## config.mk

```make
export PLATFORM = sky130hd
export DESIGN_NAME = dual_wheel_pi_speed_sync
export DESIGN_NICKNAME = d
export VERILOG_FILES = /design/src/dwps_pkg.sv /design/src/dual_wheel_pi_speed_sync.sv /design/src/dwps_queue.sv /design/src/dwps_front.sv /design/src/dwps_back.sv
export SDC_FILE = /design/constraint.sdc
export NUM_CORES = 2
export LEC_CHECK = 0
export ABC_AREA = 1
export BUFFER_PORTS_ARGS = -buffer_cell sky130_fd_sc_hd__buf_2
export CAP_MARGIN = 10
export CORE_ASPECT_RATIO = 0.6
export CORE_MARGIN = 2
export CORE_UTILIZATION = 53
export CTS_CLUSTER_DIAMETER = 60
export CTS_CLUSTER_SIZE = 25
export DETAILED_ROUTE_END_ITERATION = 7
export PLACE_DENSITY_LB_ADDON = 0.25
export SETUP_SLACK_MARGIN = 0.3
export SYNTH_ARGS = -nofsm -noshare
export SYNTH_HDL_FRONTEND = slang
export SYNTH_SLANG_ARGS = --single-unit
export TNS_END_PERCENT = 5
```

## constraint.sdc

```tcl
create_clock -name clock -period 31.1 [get_ports clock]
set_clock_uncertainty 0.2 [all_clocks]
set_input_delay 3.11 -clock clock [delete_from_list [all_inputs] [get_ports clock]]
set_output_delay 3.11 -clock clock [all_outputs]
set_load 0.02 [all_outputs]
```

## src/dwps_pkg.sv

```systemverilog
// Package for the dual wheel PI speed controller with left and right synchronization.
// Holds the register index codes, the configuration and queue entry types and sizes.
// No dependencies; the top level, front and back files import it, dwps_queue does not.
package dwps_pkg;

   localparam int MID_DEPTH_DEFAULT = 2;
   localparam int OUT_DEPTH_DEFAULT = 4;

   localparam int CSR_INDEX_WIDTH = 3;
   localparam int CSR_DATA_WIDTH  = 16;

   // Signed width of one gain times one error, integral or speed difference.
   localparam int PROD_WIDTH = 26;
   // Signed width of the duty sum before saturation.
   localparam int SUM_WIDTH  = 27;

   typedef enum logic [CSR_INDEX_WIDTH-1:0] {
      CSR_BASE_DUTY      = 3'd0,
      CSR_LEFT_TARGET    = 3'd1,
      CSR_RIGHT_TARGET   = 3'd2,
      CSR_SPEED_KP       = 3'd3,
      CSR_SPEED_KI       = 3'd4,
      CSR_SYNC_GAIN      = 3'd5,
      CSR_INTEGRAL_BOUND = 3'd6,
      CSR_DUTY_MAX       = 3'd7
   } csr_index_type;

   typedef struct packed {
      logic        [15:0] base_duty;
      logic signed [14:0] left_target;
      logic signed [14:0] right_target;
      logic        [7:0]  speed_kp;
      logic        [7:0]  speed_ki;
      logic        [7:0]  sync_gain;
      logic        [14:0] integral_bound;
      logic        [15:0] duty_max;
   } cfg_type;

   typedef struct packed {
      logic signed [15:0] left_err;
      logic signed [15:0] right_err;
      logic signed [15:0] left_integral;
      logic signed [15:0] right_integral;
      logic signed [15:0] speed_diff;
   } mid_type;

   typedef struct packed {
      logic [15:0] left_pwm;
      logic [15:0] right_pwm;
   } duty_type;

endpackage

```

## src/dual_wheel_pi_speed_sync.sv

```systemverilog
// Top level of the dual wheel PI speed controller with left and right synchronization.
// Depends on dwps_pkg, dwps_front, dwps_queue and dwps_back.
//
// Usage: each request transaction is one control period with the measured left and
// right wheel speeds. It is taken at a clock edge with req_push high and req_full low,
// and yields exactly one response transaction with the two saturated duties, shown
// while rsp_empty is low and taken at an edge with rsp_pop high.
// A taken request passes through the middle queue (with both updated integrals), the
// gain product stage and the output queue. Throughput is one transaction per cycle
// while the receiver keeps popping; the front updates both integrals in the cycle of
// acceptance and the back holds one product stage followed by the output queue.
// The csr channel writes one register per transaction at csr_valid high; csr_ready is
// always high. The user must write registers only while no transaction is in flight; the block does not enforce it.
// Reset loads the register defaults, clears both integrals and empties both queues.
// When the receiver stalls, up to four results wait in the output queue and the product
// stage together, two more in the middle queue, and then req_full rises.
module dual_wheel_pi_speed_sync
   import dwps_pkg::*;
#(
   parameter int MID_DEPTH = MID_DEPTH_DEFAULT,
   parameter int OUT_DEPTH = OUT_DEPTH_DEFAULT
) (
   input  logic                       clock,
   input  logic                       reset,
   input  logic                       req_push,
   output logic                       req_full,
   input  logic signed [14:0]         req_left_speed,
   input  logic signed [14:0]         req_right_speed,
   output logic                       rsp_empty,
   input  logic                       rsp_pop,
   output logic [15:0]                rsp_left_duty,
   output logic [15:0]                rsp_right_duty,
   input  logic                       csr_valid,
   output logic                       csr_ready,
   input  logic [CSR_INDEX_WIDTH-1:0] csr_index,
   input  logic [CSR_DATA_WIDTH-1:0]  csr_data
);

   cfg_type                      cfg_ff, cfg_in;
   logic                         accept;
   mid_type                      front_item, mid_item;
   logic                         mid_pop;
   logic                         mid_empty;
   logic [$clog2(MID_DEPTH+1)-1:0] mid_count;

   assign csr_ready = 1'b1;
   assign accept    = req_push && !req_full;

   always_comb begin
      cfg_in = cfg_ff;
      if (csr_valid) begin
         case (csr_index_type'(csr_index))
            CSR_BASE_DUTY:      cfg_in.base_duty      = csr_data;
            CSR_LEFT_TARGET:    cfg_in.left_target    = csr_data[14:0];
            CSR_RIGHT_TARGET:   cfg_in.right_target   = csr_data[14:0];
            CSR_SPEED_KP:       cfg_in.speed_kp       = csr_data[7:0];
            CSR_SPEED_KI:       cfg_in.speed_ki       = csr_data[7:0];
            CSR_SYNC_GAIN:      cfg_in.sync_gain      = csr_data[7:0];
            CSR_INTEGRAL_BOUND: cfg_in.integral_bound = csr_data[14:0];
            CSR_DUTY_MAX:       cfg_in.duty_max       = csr_data;
            default:            cfg_in = cfg_ff;
         endcase
      end
   end

   always_ff @(posedge clock) begin
      if (reset) begin
         cfg_ff.base_duty      <= 16'd500;
         cfg_ff.left_target    <= 15'sd50;
         cfg_ff.right_target   <= 15'sd50;
         cfg_ff.speed_kp       <= 8'd1;
         cfg_ff.speed_ki       <= 8'd1;
         cfg_ff.sync_gain      <= 8'd1;
         cfg_ff.integral_bound <= 15'd500;
         cfg_ff.duty_max       <= 16'd1000;
      end else begin
         cfg_ff <= cfg_in;
      end
   end

   dwps_front u_front (
      .clock       (clock),
      .reset       (reset),
      .cfg         (cfg_ff),
      .accept      (accept),
      .left_speed  (req_left_speed),
      .right_speed (req_right_speed),
      .item        (front_item)
   );

   dwps_queue #(
      .WIDTH ($bits(mid_type)),
      .DEPTH (MID_DEPTH)
   ) u_mid_queue (
      .clock     (clock),
      .reset     (reset),
      .push      (accept),
      .push_data (front_item),
      .pop       (mid_pop),
      .pop_data  (mid_item),
      .full      (req_full),
      .empty     (mid_empty),
      .count     (mid_count)
   );

   dwps_back #(
      .OUT_DEPTH (OUT_DEPTH)
   ) u_back (
      .clock          (clock),
      .reset          (reset),
      .cfg            (cfg_ff),
      .mid_empty      (mid_empty),
      .mid_item       (mid_item),
      .mid_pop        (mid_pop),
      .rsp_empty      (rsp_empty),
      .rsp_pop        (rsp_pop),
      .rsp_left_duty  (rsp_left_duty),
      .rsp_right_duty (rsp_right_duty)
   );

   // The middle queue count is only consulted here to check that it tracks empty.
   a_mid_empty_count: assert property (@(posedge clock) disable iff (reset)
      mid_empty == (mid_count == '0))
      else $error("middle queue empty flag disagrees with its count");

endmodule

```

## src/dwps_queue.sv

```systemverilog
// Small register-based first-in first-out queue with a fill count.
// Depends on nothing; used between the front and back parts and at the output.
module dwps_queue #(
   parameter int WIDTH = 8,
   parameter int DEPTH = 2
) (
   input  logic                       clock,
   input  logic                       reset,
   input  logic                       push,
   input  logic [WIDTH-1:0]           push_data,
   input  logic                       pop,
   output logic [WIDTH-1:0]           pop_data,
   output logic                       full,
   output logic                       empty,
   output logic [$clog2(DEPTH+1)-1:0] count
);

   localparam int PW = (DEPTH > 1) ? $clog2(DEPTH) : 1;
   localparam int CW = $clog2(DEPTH+1);

   logic [WIDTH-1:0] store_ff [DEPTH];
   logic [PW-1:0]    wr_ptr_ff, wr_ptr_in;
   logic [PW-1:0]    rd_ptr_ff, rd_ptr_in;
   logic [CW-1:0]    count_ff, count_in;
   logic             do_push;
   logic             do_pop;

   assign full     = (count_ff == CW'(DEPTH));
   assign empty    = (count_ff == '0);
   assign count    = count_ff;
   assign pop_data = store_ff[rd_ptr_ff];
   assign do_push  = push && !full;
   assign do_pop   = pop && !empty;

   always_comb begin
      wr_ptr_in = wr_ptr_ff;
      rd_ptr_in = rd_ptr_ff;
      count_in  = count_ff;
      if (do_push) begin
         wr_ptr_in = (wr_ptr_ff == PW'(DEPTH-1)) ? '0 : wr_ptr_ff + PW'(1);
      end
      if (do_pop) begin
         rd_ptr_in = (rd_ptr_ff == PW'(DEPTH-1)) ? '0 : rd_ptr_ff + PW'(1);
      end
      if (do_push && !do_pop) begin
         count_in = count_ff + CW'(1);
      end else if (do_pop && !do_push) begin
         count_in = count_ff - CW'(1);
      end
   end

   always_ff @(posedge clock) begin
      if (reset) begin
         wr_ptr_ff <= '0;
         rd_ptr_ff <= '0;
         count_ff  <= '0;
      end else begin
         wr_ptr_ff <= wr_ptr_in;
         rd_ptr_ff <= rd_ptr_in;
         count_ff  <= count_in;
      end
   end

   always_ff @(posedge clock) begin
      if (do_push) begin
         store_ff[wr_ptr_ff] <= push_data;
      end
   end

endmodule

```

## src/dwps_front.sv

```systemverilog
// Front part: forms the speed errors and speed difference of each accepted transaction
// and keeps the two clamped integrals. Depends on dwps_pkg.
module dwps_front
   import dwps_pkg::*;
(
   input  logic               clock,
   input  logic               reset,
   input  cfg_type            cfg,
   input  logic               accept,
   input  logic signed [14:0] left_speed,
   input  logic signed [14:0] right_speed,
   output mid_type            item
);

   logic signed [15:0] left_int_ff, left_int_in;
   logic signed [15:0] right_int_ff, right_int_in;
   logic signed [15:0] left_err;
   logic signed [15:0] right_err;
   logic signed [16:0] limit;

   function automatic logic signed [15:0] clamp_acc(
      input logic signed [15:0] integ,
      input logic signed [15:0] err,
      input logic signed [16:0] lim
   );
      logic signed [16:0] acc;
      acc = 17'(integ) + 17'(err);
      if (acc > lim) begin
         acc = lim;
      end else if (acc < -lim) begin
         acc = -lim;
      end
      return acc[15:0];
   endfunction

   assign limit     = $signed({2'b00, cfg.integral_bound});
   assign left_err  = 16'(cfg.left_target) - 16'(left_speed);
   assign right_err = 16'(cfg.right_target) - 16'(right_speed);

   always_comb begin
      left_int_in  = left_int_ff;
      right_int_in = right_int_ff;
      if (accept) begin
         left_int_in  = clamp_acc(left_int_ff, left_err, limit);
         right_int_in = clamp_acc(right_int_ff, right_err, limit);
      end
   end

   always_ff @(posedge clock) begin
      if (reset) begin
         left_int_ff  <= '0;
         right_int_ff <= '0;
      end else begin
         left_int_ff  <= left_int_in;
         right_int_ff <= right_int_in;
      end
   end

   assign item.left_err       = left_err;
   assign item.right_err      = right_err;
   assign item.left_integral  = left_int_in;
   assign item.right_integral = right_int_in;
   assign item.speed_diff     = 16'(left_speed) - 16'(right_speed);

endmodule

```

## src/dwps_back.sv

```systemverilog
// Back part: multiplies by the gains in one registered stage, then sums, saturates and
// queues the duties for the result channel. Depends on dwps_pkg and dwps_queue.
module dwps_back
   import dwps_pkg::*;
#(
   parameter int OUT_DEPTH = OUT_DEPTH_DEFAULT
) (
   input  logic        clock,
   input  logic        reset,
   input  cfg_type     cfg,
   input  logic        mid_empty,
   input  mid_type     mid_item,
   output logic        mid_pop,
   output logic        rsp_empty,
   input  logic        rsp_pop,
   output logic [15:0] rsp_left_duty,
   output logic [15:0] rsp_right_duty
);

   localparam int CW = $clog2(OUT_DEPTH+1);

   logic                         s1_valid_ff, s1_valid_in;
   logic signed [PROD_WIDTH-1:0] left_p_ff, left_i_ff, right_p_ff, right_i_ff, sync_ff;
   logic signed [PROD_WIDTH-1:0] kp_ext, ki_ext, sg_ext;
   logic [CW-1:0]                out_count;
   logic                         out_full;
   logic                         issue;
   logic signed [SUM_WIDTH-1:0]  left_sum, right_sum, base_ext;
   duty_type                     duty_item, duty_head;

   function automatic logic [15:0] sat_duty(
      input logic signed [SUM_WIDTH-1:0] d,
      input logic [15:0]                 dmax
   );
      logic [15:0] r;
      if (d < 0) begin
         r = '0;
      end else if (d > $signed({{(SUM_WIDTH-16){1'b0}}, dmax})) begin
         r = dmax;
      end else begin
         r = d[15:0];
      end
      return r;
   endfunction

   assign issue       = !mid_empty && (({1'b0, out_count} + (CW+1)'(s1_valid_ff))
                                       < (CW+1)'(OUT_DEPTH));
   assign mid_pop     = issue;
   assign s1_valid_in = issue;

   assign kp_ext = PROD_WIDTH'($signed({1'b0, cfg.speed_kp}));
   assign ki_ext = PROD_WIDTH'($signed({1'b0, cfg.speed_ki}));
   assign sg_ext = PROD_WIDTH'($signed({1'b0, cfg.sync_gain}));

   always_ff @(posedge clock) begin
      if (reset) begin
         s1_valid_ff <= 1'b0;
      end else begin
         s1_valid_ff <= s1_valid_in;
      end
   end

   always_ff @(posedge clock) begin
      if (issue) begin
         left_p_ff  <= kp_ext * PROD_WIDTH'(mid_item.left_err);
         left_i_ff  <= ki_ext * PROD_WIDTH'(mid_item.left_integral);
         right_p_ff <= kp_ext * PROD_WIDTH'(mid_item.right_err);
         right_i_ff <= ki_ext * PROD_WIDTH'(mid_item.right_integral);
         sync_ff    <= sg_ext * PROD_WIDTH'(mid_item.speed_diff);
      end
   end

   assign base_ext  = $signed({{(SUM_WIDTH-16){1'b0}}, cfg.base_duty});
   assign left_sum  = base_ext + SUM_WIDTH'(left_p_ff) + SUM_WIDTH'(left_i_ff)
                      - SUM_WIDTH'(sync_ff);
   assign right_sum = base_ext + SUM_WIDTH'(right_p_ff) + SUM_WIDTH'(right_i_ff)
                      + SUM_WIDTH'(sync_ff);

   assign duty_item.left_pwm  = sat_duty(left_sum, cfg.duty_max);
   assign duty_item.right_pwm = sat_duty(right_sum, cfg.duty_max);

   dwps_queue #(
      .WIDTH ($bits(duty_type)),
      .DEPTH (OUT_DEPTH)
   ) u_out_queue (
      .clock     (clock),
      .reset     (reset),
      .push      (s1_valid_ff),
      .push_data (duty_item),
      .pop       (rsp_pop),
      .pop_data  (duty_head),
      .full      (out_full),
      .empty     (rsp_empty),
      .count     (out_count)
   );

   assign rsp_left_duty  = duty_head.left_pwm;
   assign rsp_right_duty = duty_head.right_pwm;

   // The issue credit must leave room in the output queue for the product stage.
   a_no_push_when_full: assert property (@(posedge clock) disable iff (reset)
      s1_valid_ff |-> !out_full)
      else $error("product stage pushed into a full output queue");

   a_issue_fills_stage: assert property (@(posedge clock) disable iff (reset)
      issue |=> s1_valid_ff)
      else $error("issued transaction did not reach the product stage");

   a_count_bounded: assert property (@(posedge clock) disable iff (reset)
      (({1'b0, out_count} + (CW+1)'(s1_valid_ff)) <= (CW+1)'(OUT_DEPTH)))
      else $error("output queue and product stage exceed the output queue depth");

endmodule
```

==> impl_results.md <==
- Final setup vio count: 0
- Worst hold start: u_mid_queue.rd_ptr_ff
- Port-buffer cells: 87
- Fin crit period: 9.62 ns
- First-pass GRT wire length: 255000 µm
- Sequential element share of the synthesized area: 27.8%
- Setup CP Type: in -> reg
- CTS sink count: 561
- CTS Root Cell: clkbuf_16
- Bufs on Longest Clock Path: 3
- Hold crit path type: reg -> reg
- Unrepaired setup endpoints after global routing: false
- Largest delay share family, worst path: simple AND/OR/NAND/NOR gates
- Starting Density: 53.6%
- Reg2Reg Depth: 18
- DIE HEIGHT: 254 µm
- Post-synth top flop: edfxtp_1
- P&R area growth vs syn: 6.87%
- Wire per inst: 20.7 µm
- Die area: 107000 µm²
- Multiplexer area fraction after synthesis: 0.199%
- Nets: 7756
- Post-CTS resize count: 0
- Worst Setup End Kind: register
- Hold Vio Cnt, Final: 0
- Max FO, Critical Path: 20
- TritonCTS buffer count: 43
- Critical path arrival: 9.82 ns
- H-tree levels: 2
- Total gr overflow: 0
- Clock Latency Late Sink: 0.64 ns
- Fillers: 9360
- Core box area: 103000 µm²
- Critical Path RT: 31.30 ns
- Main combinational cell family by area after synthesis: adder cells
- Hold Path Depth: 1
- Hold Path End: u_mid_queue.rd_ptr_ff
- Yosys top cell area share: 22.4%
- F_max: 104 MHz
- Hold slack: 0.260 ns
- Synth Register Bits: 561
- Xor and xnor fraction of the mapped netlist area: 3.53%
- Max Slew Vio Count: 0
- Mapped Area: 55300 µm²
- DRT iter0 DRCs: 4826
- Post-Syn Instances: 6547
- Synth top area cells: edfxtp_1, fa_1, ha_1
- Crit path buffers/inverters: 6
- Gp weighted congestion: 1.03
- Core Rows: 91
- Post-detailed-route count of antenna-violating nets: 0
- CP dominant cell by count: nand2_1
- Via count: 43800
- Yosys Warn Count: 0
- Drt drc: 0
- Final wirelength: 166000 µm
- Post-synth EDFFs: 413
- Initial antenna violation count: 10
- Most common cell after layout, fill and taps aside: inv_1
- RR Endpoint: u_back.sync_ff[18]
- # hold bufs at CTS: 0
- Synth area leader: edfxtp_1
- Simple-gate share of the synthesized area: 16.5%
- Status: complete, no violations
- Cell variety after synth: 54
- Number of global-route vias before repair: 42300
- Slowest stage delay, CP: 0.58 ns
- Max-Cap Viols: 0
- FFs w/ async S/R, synth: 0%
- Least-Margin Pin Slew: 1.28 ns
- Post-synthesis adder-cell area fraction: 33.1%
- Syn_nets: 7703
- Layout cell share with drive strength beyond 1: 4.52%
- Via density: 5.45
- CP startpoint kind: primary input
- All-Layer GR Usage: 31.9%
- Dpl hpwl: 135000 µm
- Fin util: 57.3%
- Setup TNS: 0 ns
- Setup bufs post-CTS: 0
- I/O pin cnt: 89
- Crit share post-route: 30.9%
- Internal reg-to-reg setup slack: 23.64 ns
- Die Width: 421 µm
- Largest net degree at the start of global routing: 79
- Clock tree from TritonCTS: done
- Synth Area per Inst: 8.44 µm²
- Drt pass-1 iters: 7
- Rel. slew slack: 14.4%
- Critical-path top delay cell: clkinv_1
- Most frequent cells in the layout: inv_1, nand2_1, nor2_1
- Synth Area in Compound Gates: 8.14%
- Clk pin slew, worst setup/hold paths: 0.09 ns
area by class of cell:
class | count | area, µm² | area share, %
Sequential cell | 561 | 15400 | 26.0
Inverter | 1426 | 5350 | 9.06
Antenna cell | 4 | 10.0 | 0.0169
Clock buffer | 50 | 1100 | 1.87
Multi-Input combinational cell | 4414 | 34000 | 57.6
Tap cell | 1395 | 1750 | 2.96
Timing Repair Buffer | 154 | 938 | 1.59
Clock inverter | 30 | 553 | 0.936
cells in the mapped netlist (6+ instances only):
cell and n:
inv_1 1415, nand2_1 1085, nor2_1 815, fa_1 598, ha_1 504, edfxtp_1 413, a21oi_1 330, o21ai_0 327
nand3_1 197, dfxtp_1 148, xor2_1 132, clkbuf_1 110, xnor2_1 87, nor3_1 41, nand4_1 38, o22ai_1 32
or2_2 30, a31oi_1 23, o211ai_1 22, a21o_1 19, o21ai_1 16, buf_1 15, o21bai_1 14, buf_2 13
a211oi_1 12, nor4_1 12, mux2i_1 11, clkinv_1 8, nand3_2 8, o21a_1 7, nand3b_1 6, o2111ai_1 6
kinds of logic (layout without fill, tap and decap cells):
family / count (synthesis) / after routing
other cells: 1 / 5
compound gates: 828 / 828
flops: 561 / 561
buf+inv: 1572 / 1660
mux: 11 / 11
simple gates: 2251 / 2251
fa+ha+maj: 1102 / 1102
xor+xnor: 221 / 221
metrics by stage:
step           std cells  cell area (µm²)  setup WS, ns
2_1_floorplan       6547            55300         20.16
3_3_place_gp        7948            57400         21.19
3_5_place_dp        7948            57400         21.06
4_1_cts             8028            59000         21.73
5_1_grt             8030            59100         20.85
6_report            8034            59100         21.48
worst max-delay path by stage:
| stage | from | to | slack, ns | cells past startpoint |
|---|---|---|---|---|
| after global placement | req_left_speed[2] | u_mid_queue.store_ff[0][43] | 21.19 | 37 |
| after global routing | req_left_speed[2] | u_mid_queue.store_ff[0][41] | 20.85 | 36 |
| after detailed placement | req_left_speed[2] | u_mid_queue.store_ff[0][41] | 21.06 | 36 |
| final | req_left_speed[2] | u_mid_queue.store_ff[0][43] | 21.48 | 36 |
| after CTS | req_left_speed[2] | u_mid_queue.store_ff[0][41] | 21.73 | 36 |
| after floorplan | u_back.u_out_queue.count[0] | u_mid_queue.count[1] | 20.16 | 9 |
state kept, by name, indices dropped and copies added (netlist names), named ones only:
register	cells
u_front.left_int_ff	16
u_back.right_p_ff	25
u_back.u_out_queue.rd_ptr_ff	2
u_back.s1_valid_ff	1
u_mid_queue.wr_ptr_ff	1
u_mid_queue.store_ff	160
u_back.u_out_queue.store_ff	128
u_back.left_i_ff	25
u_mid_queue.count	2
u_back.sync_ff	25
u_back.left_p_ff	25
u_mid_queue.rd_ptr_ff	1
u_back.u_out_queue.count	3
u_front.right_int_ff	16
cfg_ff	101
u_back.right_i_ff	25
u_back.u_out_queue.wr_ptr_ff	2
metal layers:
layer / track usage, % / vias to the layer above / wire length [µm]
met5: 0 / - / 13
met4: 6.07 / 2 / 3320
met3: 8.68 / 175 / 20400
met1: 49.9 / 21100 / 77700
met2: 44.0 / 1952 / 64700
li1: - / 20600 / -
Power is not shown: default switching activity piles up to over one toggle a cycle in this logic, so the estimate is an artifact.
